### src/mmc_seq_pkg.sv
`default_nettype none

package mmc_seq_pkg;

    localparam int BLOCK_BYTES = 512;
    // byte counter also counts the init clock bytes (8-bit register)
    localparam int BC_BLK = $clog2(BLOCK_BYTES + 1);
    localparam int BC_W = (BC_BLK > 8) ? BC_BLK : 8;

    localparam logic [1:0] OP_EXCH  = 2'd0;
    localparam logic [1:0] OP_INIT  = 2'd1;
    localparam logic [1:0] OP_READ  = 2'd2;
    localparam logic [1:0] OP_WRITE = 2'd3;

    localparam logic [1:0] ST_OK      = 2'd0;
    localparam logic [1:0] ST_TIMEOUT = 2'd1;
    localparam logic [1:0] ST_REJECT  = 2'd2;

    localparam logic [1:0] CFG_TIMEOUT = 2'd0;
    localparam logic [1:0] CFG_RETRY   = 2'd1;
    localparam logic [1:0] CFG_CLOCKS  = 2'd2;

    localparam logic [7:0] CMD0_CODE  = 8'h40;
    localparam logic [7:0] CMD0_CRC   = 8'h95;
    localparam logic [7:0] CMD1_CODE  = 8'h41;
    localparam logic [7:0] CMD16_CODE = 8'h50;
    localparam logic [7:0] CMD17_CODE = 8'h51;
    localparam logic [7:0] CMD24_CODE = 8'h58;
    localparam logic [7:0] IDLE_BYTE  = 8'hFF;
    localparam logic [7:0] DATA_TOKEN = 8'hFE;
    localparam logic [7:0] R1_IDLE    = 8'h01;
    localparam logic [7:0] R1_READY   = 8'h00;
    localparam logic [3:0] DRESP_MASK = 4'hF;
    localparam logic [3:0] DRESP_OK   = 4'h5;
    localparam logic [2:0] CMD_LEN    = 3'd6;

    typedef enum logic [22:0] {
        PH_IDLE       = 23'h000001,
        PH_INIT_CLK   = 23'h000002,
        PH_CMD0_TX    = 23'h000004,
        PH_CMD0_WAIT  = 23'h000008,
        PH_CMD1_TX    = 23'h000010,
        PH_CMD1_WAIT  = 23'h000020,
        PH_INIT_GAP   = 23'h000040,
        PH_CMD16_TX   = 23'h000080,
        PH_CMD16_WAIT = 23'h000100,
        PH_RD_TX      = 23'h000200,
        PH_RD_WAIT    = 23'h000400,
        PH_TOK_WAIT   = 23'h000800,
        PH_RD_DATA    = 23'h001000,
        PH_RD_CRC1    = 23'h002000,
        PH_RD_CRC2    = 23'h004000,
        PH_RD_TAIL    = 23'h008000,
        PH_WR_TX      = 23'h010000,
        PH_WR_WAIT    = 23'h020000,
        PH_WR_DATA    = 23'h040000,
        PH_WR_CRC1    = 23'h080000,
        PH_WR_CRC2    = 23'h100000,
        PH_WR_POLL    = 23'h200000,
        PH_WR_CHECK   = 23'h400000
    } phase_t;

    typedef struct packed {
        logic [1:0]  op;
        logic [15:0] block_number;
        logic [7:0]  miso_byte;
        logic [7:0]  write_byte;
    } item_t;

    typedef struct packed {
        logic [7:0] mosi_byte;
        logic       send_byte;
        logic       select_n;
        logic       want_data;
        logic [7:0] read_byte;
        logic       read_valid;
        logic       busy_res;
        logic       done_res;
        logic [1:0] status;
    } result_t;

    // one byte of a six-byte command frame
    function automatic logic [7:0] cmd_byte(phase_t ph, logic [2:0] idx, logic [15:0] blk);
        logic [7:0]  code;
        logic [7:0]  crc;
        logic [31:0] arg;
        code = CMD24_CODE;
        crc  = IDLE_BYTE;
        arg  = 32'(blk) * 32'(BLOCK_BYTES);
        case (ph)
            PH_CMD0_TX:
            begin
                code = CMD0_CODE;
                crc  = CMD0_CRC;
                arg  = '0;
            end
            PH_CMD1_TX:
            begin
                code = CMD1_CODE;
                arg  = '0;
            end
            PH_CMD16_TX:
            begin
                code = CMD16_CODE;
                arg  = 32'(BLOCK_BYTES);
            end
            PH_RD_TX: code = CMD17_CODE;
            default: code = CMD24_CODE;
        endcase
        case (idx)
            3'd0: cmd_byte = code;
            3'd1: cmd_byte = arg[31:24];
            3'd2: cmd_byte = arg[23:16];
            3'd3: cmd_byte = arg[15:8];
            3'd4: cmd_byte = arg[7:0];
            default: cmd_byte = crc;
        endcase
    endfunction

endpackage

`default_nettype wire

### src/mmc_spi_block_sequencer_top.sv
// Each result passes through the input register and then the result register after its item transfer.
// Throughput: one item per cycle when not stalled; the sequencer state advances once per item.
// Result stall backs up into item_stall only when both registers are full.
// Reset: asynchronous, active low; phase idle, counters cleared, card released,
// registers at response_timeout 65535, init_retry_limit 255, init_clock_bytes 10.
`default_nettype none

module mmc_spi_block_sequencer_top
    import mmc_seq_pkg::*;
(
    input  wire logic        clk,
    input  wire logic        rst_n,
    input  wire logic        item_valid,
    output logic             item_stall,
    input  wire item_t       item,
    output logic             result_valid,
    input  wire logic        result_stall,
    output result_t          result,
    input  wire logic        cfg_wr_en,
    input  wire logic [1:0]  cfg_index,
    input  wire logic [15:0] cfg_wdata
);

    logic [15:0]     timeout_reg;
    logic [7:0]      retry_lim_reg;
    logic [7:0]      clk_bytes_reg;

    logic            in_valid_reg;
    item_t           in_reg;
    logic            out_valid_reg;
    result_t         out_reg;

    phase_t          ph_reg, ph_next;
    logic [BC_W-1:0] bc_reg, bc_next;
    logic [15:0]     wc_reg, wc_next;
    logic [7:0]      rc_reg, rc_next;
    logic [15:0]     blk_reg, blk_next;
    logic            sel_reg, sel_next;

    result_t         res_c;
    logic            adv;
    logic [15:0]     wc_inc;
    logic [7:0]      rc_inc;
    logic [BC_W-1:0] bc_inc;
    logic [7:0]      expect_byte;
    logic            hit, tmo;

    assign adv          = in_valid_reg && (!out_valid_reg || !result_stall);
    assign item_stall   = in_valid_reg && !adv;
    assign result_valid = out_valid_reg;
    assign result       = out_reg;

    always_ff @(posedge clk or negedge rst_n)
    begin
        if (!rst_n)
        begin
            timeout_reg   <= 16'hFFFF;
            retry_lim_reg <= 8'd255;
            clk_bytes_reg <= 8'd10;
        end
        else if (cfg_wr_en)
        begin
            case (cfg_index)
                CFG_TIMEOUT: timeout_reg   <= cfg_wdata;
                CFG_RETRY:   retry_lim_reg <= cfg_wdata[7:0];
                CFG_CLOCKS:  clk_bytes_reg <= cfg_wdata[7:0];
                default: ;
            endcase
        end
    end

    always_ff @(posedge clk or negedge rst_n)
    begin
        if (!rst_n)
        begin
            in_valid_reg  <= 1'b0;
            out_valid_reg <= 1'b0;
            ph_reg        <= PH_IDLE;
            bc_reg        <= '0;
            wc_reg        <= '0;
            rc_reg        <= '0;
            blk_reg       <= '0;
            sel_reg       <= 1'b1;
        end
        else
        begin
            if (!item_stall)
                in_valid_reg <= item_valid;
            if (adv)
            begin
                out_valid_reg <= 1'b1;
                ph_reg        <= ph_next;
                bc_reg        <= bc_next;
                wc_reg        <= wc_next;
                rc_reg        <= rc_next;
                blk_reg       <= blk_next;
                sel_reg       <= sel_next;
            end
            else if (!result_stall)
                out_valid_reg <= 1'b0;
        end
    end

    always_ff @(posedge clk)
    begin
        if (item_valid && !item_stall)
            in_reg <= item;
        if (adv)
            out_reg <= res_c;
    end

    // response poll shared by all wait phases
    always_comb
    begin
        case (ph_reg)
            PH_CMD0_WAIT: expect_byte = R1_IDLE;
            PH_TOK_WAIT:  expect_byte = DATA_TOKEN;
            default:      expect_byte = R1_READY;
        endcase
        wc_inc = (wc_reg != 16'hFFFF) ? wc_reg + 16'd1 : wc_reg;
        rc_inc = (rc_reg != 8'hFF) ? rc_reg + 8'd1 : rc_reg;
        bc_inc = bc_reg + BC_W'(1);
        hit    = (in_reg.miso_byte == expect_byte);
        tmo    = (wc_inc >= timeout_reg);
    end

    always_comb
    begin
        ph_next  = ph_reg;
        bc_next  = bc_reg;
        wc_next  = wc_reg;
        rc_next  = rc_reg;
        blk_next = blk_reg;
        sel_next = sel_reg;
        res_c    = '0;

        if (ph_reg == PH_IDLE)
        begin
            case (in_reg.op)
                OP_INIT:
                begin
                    sel_next  = 1'b1;
                    rc_next   = '0;
                    bc_next   = BC_W'(1);
                    ph_next   = PH_INIT_CLK;
                    res_c.mosi_byte = IDLE_BYTE;
                    res_c.send_byte = 1'b1;
                end
                OP_READ, OP_WRITE:
                begin
                    blk_next = in_reg.block_number;
                    sel_next = 1'b0;
                    ph_next  = (in_reg.op == OP_READ) ? PH_RD_TX : PH_WR_TX;
                    bc_next  = BC_W'(1);
                    res_c.mosi_byte = cmd_byte(ph_next, 3'd0, in_reg.block_number);
                    res_c.send_byte = 1'b1;
                end
                default: ;
            endcase
        end
        else if (in_reg.op == OP_EXCH)
        begin
            res_c.mosi_byte = IDLE_BYTE;
            res_c.send_byte = 1'b1;
            case (ph_reg)
                PH_INIT_CLK:
                begin
                    if (bc_reg < BC_W'(clk_bytes_reg))
                        bc_next = bc_inc;
                    else
                    begin
                        sel_next = 1'b0;
                        ph_next  = PH_CMD0_TX;
                        bc_next  = BC_W'(1);
                        res_c.mosi_byte = CMD0_CODE;
                    end
                end
                PH_CMD0_TX, PH_CMD1_TX, PH_CMD16_TX, PH_RD_TX, PH_WR_TX:
                begin
                    if (bc_reg < BC_W'(CMD_LEN))
                    begin
                        res_c.mosi_byte = cmd_byte(ph_reg, bc_reg[2:0], blk_reg);
                        bc_next = bc_inc;
                    end
                    else
                    begin
                        wc_next = '0;
                        case (ph_reg)
                            PH_CMD0_TX:  ph_next = PH_CMD0_WAIT;
                            PH_CMD1_TX:  ph_next = PH_CMD1_WAIT;
                            PH_CMD16_TX: ph_next = PH_CMD16_WAIT;
                            PH_RD_TX:    ph_next = PH_RD_WAIT;
                            default:     ph_next = PH_WR_WAIT;
                        endcase
                    end
                end
                PH_CMD0_WAIT, PH_CMD16_WAIT, PH_RD_WAIT, PH_TOK_WAIT, PH_WR_WAIT:
                begin
                    wc_next = wc_inc;
                    if (hit)
                    begin
                        case (ph_reg)
                            PH_CMD0_WAIT:
                            begin
                                ph_next = PH_CMD1_TX;
                                bc_next = BC_W'(1);
                                res_c.mosi_byte = CMD1_CODE;
                            end
                            PH_CMD16_WAIT:
                            begin
                                res_c.send_byte = 1'b0;
                                res_c.mosi_byte = '0;
                                res_c.done_res  = 1'b1;
                                res_c.status    = ST_OK;
                                sel_next = 1'b1;
                                ph_next  = PH_IDLE;
                            end
                            PH_RD_WAIT:
                            begin
                                wc_next = '0;
                                ph_next = PH_TOK_WAIT;
                            end
                            PH_TOK_WAIT:
                            begin
                                bc_next = '0;
                                ph_next = PH_RD_DATA;
                            end
                            default:
                            begin
                                bc_next = '0;
                                ph_next = PH_WR_DATA;
                                res_c.want_data = 1'b1;
                                res_c.mosi_byte = DATA_TOKEN;
                            end
                        endcase
                    end
                    else if (tmo)
                    begin
                        res_c.send_byte = 1'b0;
                        res_c.mosi_byte = '0;
                        res_c.done_res  = 1'b1;
                        res_c.status    = ST_TIMEOUT;
                        sel_next = 1'b1;
                        ph_next  = PH_IDLE;
                    end
                end
                PH_CMD1_WAIT:
                begin
                    wc_next = wc_inc;
                    if (hit)
                    begin
                        sel_next = 1'b1;
                        ph_next  = PH_INIT_GAP;
                    end
                    else if (tmo || in_reg.miso_byte != IDLE_BYTE)
                    begin
                        // failed attempt: retry CMD1 or give up
                        rc_next = rc_inc;
                        if (rc_inc >= retry_lim_reg)
                        begin
                            res_c.send_byte = 1'b0;
                            res_c.mosi_byte = '0;
                            res_c.done_res  = 1'b1;
                            res_c.status    = ST_TIMEOUT;
                            sel_next = 1'b1;
                            ph_next  = PH_IDLE;
                        end
                        else
                        begin
                            ph_next = PH_CMD1_TX;
                            bc_next = BC_W'(1);
                            res_c.mosi_byte = CMD1_CODE;
                        end
                    end
                end
                PH_INIT_GAP:
                begin
                    sel_next = 1'b0;
                    ph_next  = PH_CMD16_TX;
                    bc_next  = BC_W'(1);
                    res_c.mosi_byte = CMD16_CODE;
                end
                PH_RD_DATA:
                begin
                    res_c.read_valid = 1'b1;
                    res_c.read_byte  = in_reg.miso_byte;
                    bc_next = bc_inc;
                    if (bc_inc >= BC_W'(BLOCK_BYTES))
                        ph_next = PH_RD_CRC1;
                end
                PH_RD_CRC1: ph_next = PH_RD_CRC2;
                PH_RD_CRC2:
                begin
                    sel_next = 1'b1;
                    ph_next  = PH_RD_TAIL;
                end
                PH_WR_DATA:
                begin
                    res_c.mosi_byte = in_reg.write_byte;
                    bc_next = bc_inc;
                    if (bc_inc >= BC_W'(BLOCK_BYTES))
                        ph_next = PH_WR_CRC1;
                    else
                        res_c.want_data = 1'b1;
                end
                PH_WR_CRC1: ph_next = PH_WR_CRC2;
                PH_WR_CRC2: ph_next = PH_WR_POLL;
                PH_WR_POLL: ph_next = PH_WR_CHECK;
                PH_WR_CHECK:
                begin
                    res_c.send_byte = 1'b0;
                    res_c.mosi_byte = '0;
                    res_c.done_res  = 1'b1;
                    res_c.status    = ((in_reg.miso_byte[3:0] & DRESP_MASK) == DRESP_OK)
                                      ? ST_OK : ST_REJECT;
                    sel_next = 1'b1;
                    ph_next  = PH_IDLE;
                end
                default:
                begin
                    // read tail and any stray code end the sequence cleanly
                    res_c.send_byte = 1'b0;
                    res_c.mosi_byte = '0;
                    res_c.done_res  = 1'b1;
                    res_c.status    = ST_OK;
                    sel_next = 1'b1;
                    ph_next  = PH_IDLE;
                end
            endcase
        end

        res_c.select_n = sel_next;
        res_c.busy_res = (ph_next != PH_IDLE);
    end

endmodule

`default_nettype wire

### config.mk
export PLATFORM = sky130hd
export DESIGN_NAME = mmc_spi_block_sequencer_top
export DESIGN_NICKNAME = d
export VERILOG_FILES = /design/src/mmc_seq_pkg.sv /design/src/mmc_spi_block_sequencer_top.sv
export SDC_FILE = /design/constraint.sdc
export NUM_CORES = 1
export LEC_CHECK = 0
export BUFFER_PORTS_ARGS = -buffer_cell sky130_fd_sc_hd__buf_2
export CORE_ASPECT_RATIO = 0.75
export CORE_MARGIN = 8
export CORE_UTILIZATION = 49
export CTS_BUF_LIST = sky130_fd_sc_hd__clkbuf_4
export CTS_CLUSTER_SIZE = 12
export DETAILED_ROUTE_END_ITERATION = 16
export PLACE_DENSITY = 0.77
export SLEW_MARGIN = 25
export SYNTH_ARGS = -nofsm -noshare
export SYNTH_HDL_FRONTEND = slang
export SYNTH_SLANG_ARGS = --single-unit
### constraint.sdc
create_clock -name clk -period 4.7 [get_ports clk]
set_input_delay 0.47 -clock clk [delete_from_list [all_inputs] [get_ports clk]]
set_output_delay 0.47 -clock clk [all_outputs]
set_load 0.005 [all_outputs]
==> qor.csv <==
stage,metric,value,unit
setup_path,cp_max_fo,9,
global_routing,antenna_found_initial,1,
routing,wl_per_cell,19.66,um
logic_synthesis,synthXorXnorAreaFrac,1.730,%
logic_synthesis,syn_nets,1061,
power_and_ir_drop,power_density,343.5,nW/um^2
logic_synthesis,synth_top_family_by_area,simple AND/OR/NAND/NOR gates,
job,max_cap_violations,0,
timing,final_hold_viol_count,0,
timing,fin_ws,0.3414,ns
clock_network,numCtsBuffers,17,
die,start_util,49.79,%
power_and_ir_drop,vdd_drop_max,0.1985,mV
logic_synthesis,synthDistinctLibCells,85,
routing,first_pass_iters,6,
setup_path,worstSetupPathType,register to register,
global_routing,grt_max_degree,76,
routing,detail-route-antenna-nets,0,
setup_path,arrival,4.72,ns
die,coreArea,19320,sq um
logic_synthesis,synth_top_area_share,20.81,%
final_layout,final_util,57.17,%
timing,relSlewSlack,38.67,%
clock_network,htree_levels,4,
logic_synthesis,synth_area,9620,sq um
final_layout,fillers,1636,
logic_synthesis,yosysTopAreaCell,dfrtp_1,
logic_synthesis,ys_ff_latch,166,
logic_synthesis,syn_avg_cell_area,10.01,sq um
placed_design,gp_congestion,1.032,
final_layout,final_nets,1182,
global_routing,gr-total-overflow,0,
setup_path,worst-endpoint-required,5.07,ns
logic_synthesis,yosysMostFrequentCell,nand2_1,
global_routing,grt_pass1_vias,7549,
timing,drv_slew,0,
die,boundaryPins,83,
clock_network,clock_path_buffers,2,
die,dieArea,24420,sq um
clock_network,insertion_delay,0.60,ns
routing,drcViolationCount,0,
logic_synthesis,synth-warning-count,0,
logic_synthesis,synth-edff-count,58,
logic_synthesis,synth.area.top_cells,"dfrtp_1 21%, edfxtp_1 18%, dfstp_2 7.6%",
logic_synthesis,synth-simple-area-share,22.02,%
setup_path,start_kind,register,
placed_design,port-buffer-count,82,
logic_synthesis,synth_compound_area_share,16.24,%
timing,period_minus_slack,4.359,ns
min_path,worst_hold_path_type,primary input to register,
logic_synthesis,ys_top_cells_by_count,"101 x nand2_1, 80 x dfrtp_1, 71 x o21ai_0",
placed_design,place_ws,0.03129,ns
logic_synthesis,syn_inst,961,
logic_synthesis,synth_fa_ha_area_share,5.592,%
routing,wirelength,26550,um
final_layout,layout-drive-gt1-share,22.37,%
die,die_y,137.3,um
logic_synthesis,synth_flop_cell,dfrtp_1,
logic_synthesis,muxShareOfSynthArea,4.084,%
clock_network,root_buffer,clkbuf_4,
final_layout,largest_reg_flops,34,
placed_design,hpwlAfterDp,19410,um
logic_synthesis,async_flop_share,65.06,%
timing,fmax,0.2294,GHz
clock_network,cts_tree,yes,
setup_path,end_kind,register,
clock_network,cts_sinks,166,
die,die_w,177.8,um
timing,whs,0.03998,ns
power_and_ir_drop,p_leak,4.700,nW
routing,via_count,8190,
final_layout,areaGrowthSynthToFinish,14.84,%
timing,finalCritPeriodShare,92.74,%
timing,skew,0.02292,ns
outcome,status,"finished, final reports clean",
timing,worstMarginPinSlew,0.9150,ns
logic_synthesis,ys_seq_area_share,46.56,%
die,rows,44,
clock_network,path_clk_slew,0.17,ns
timing,finalSetupViolCount,0,
routing,drtIter0Drc,795,
routing,avgViaCountPerCell,6.067,
global_routing,grt_usage,21.42,%
global_routing,grt_pass1_wl,40710,um
## layer usage
metal	track usage (%)	vias to the layer above	share of wire (%)	wire, um
met5	0	-	0.21	57
met4	6.420	2	1.8	466
met3	7.724	46	9.3	2477
met2	31.28	335	44	11770
met1	29.33	3983	44	11780
li1	-	3824	-	-
## final cells by class
type,count,area [sq um],area share [%]
antenna,2,5.005,0.04530
clock inverter,15,183.9,1.665
inverter,50,187.7,1.699
sequential,166,4479,40.54
timing repair buffer,138,917.1,8.301
tap,253,316.6,2.865
clock buffer,17,127.6,1.155
multi-input combinational,709,4831,43.73
## placed cells by master, fill, tap and decap left out, drive strengths merged, types with 8 or more instances in the layout
master and count:
dlygate4sd3 32, buf 106, and2 15, clkbuf 17, nor2 68, mux2 34
ha 43, a22o 18, edfxtp 58, nor4 28, and3 8, xnor2 12
nand3 29, nand2 102, nor2b 23, nor3 28, nand3b 11, o21ai 76
inv 56, o31ai 12, dfrtp 80, dfstp 28, a21oi 37, nand4 25
nand2b 17
## repair_timing
item	4_1_cts	5_1_grt
gates resized for setup	1	9
pin swaps	0	1
endpoints found under the hold margin	0	81
hold buffers	0	32
gates cloned	0	0
buffers inserted	0	2
setup endpoints to repair	5	44
## critical path: stages, from the launching register on
cell and delay [ns]:
dfrtp_1 0.47, nand3_1 0.14, or2_2 0.33, nor2_1 0.19
and2_1 0.27, nand2b_2 0.17, nand4_1 0.20, nor2_1 0.08
xor2_1 0.23, ha_1 0.30, a21o_1 0.19, a21o_1 0.18
a221oi_2 0.33, o21ai_1 0.12, buf_4 0.20, a31oi_1 0.15
o21ai_0 0.10, a221oi_1 0.36, o22ai_1 0.13
## per-stage QoR
stage / std cells / cell area (sq um) / setup TNS [ns] / power [mW]
final: 1350 / 11050 / 0 / 3.795
after global routing: 1349 / 11050 / -0.02953 / 4.015
after CTS: 1314 / 10670 / 0 / 3.762
after detailed placement: 1282 / 10350 / 0 / 2.891
after global placement: 1282 / 10340 / 0 / 2.856
after floorplan: 961 / 9620 / 0 / 2.567
## power by group
| part | total, mW | internal, mW | switching, mW | leakage, nW |
|---|---|---|---|---|
| logic | 1.04 | 0.413 | 0.630 | 2.62 |
| registers | 1.88 | 1.72 | 0.157 | 1.92 |
| clock network | 0.878 | 0.254 | 0.624 | 0.157 |
| total | 3.80 | 2.39 | 1.41 | 4.70 |
## final timing paths
kind | cells after the start | startpoint | slack (ns) | to
worst max-delay path | 18 | wc_reg[3]$_DFFE_PN0P_ | 0.34 | result[14]$_DFFE_PP_
worst min-delay path | 1 | item[14] | 0.04 | in_reg[14]$_DFFE_PP_
min in group asynchronous | 2 | rst_n | 0.45 | clk_bytes_reg[2]$_DFFE_PN0P_
max in group asynchronous | 3 | rst_n | 3.30 | timeout_reg[10]$_DFFE_PN1P_
worst max register to register | 18 | wc_reg[3]$_DFFE_PN0P_ | 0.34 | result[14]$_DFFE_PP_
worst min register to register | 1 | in_reg[26]$_DFFE_PP_ | 0.50 | blk_reg[10]$_DFFE_PN0P_
## cell families after synthesis
kind of cell,Yosys count
fa+ha+maj,43
xor+xnor,19
compound gates,228
flops,166
mux,35
simple gates,384
buf+inv,86
(Power assumes the default switching activity.)
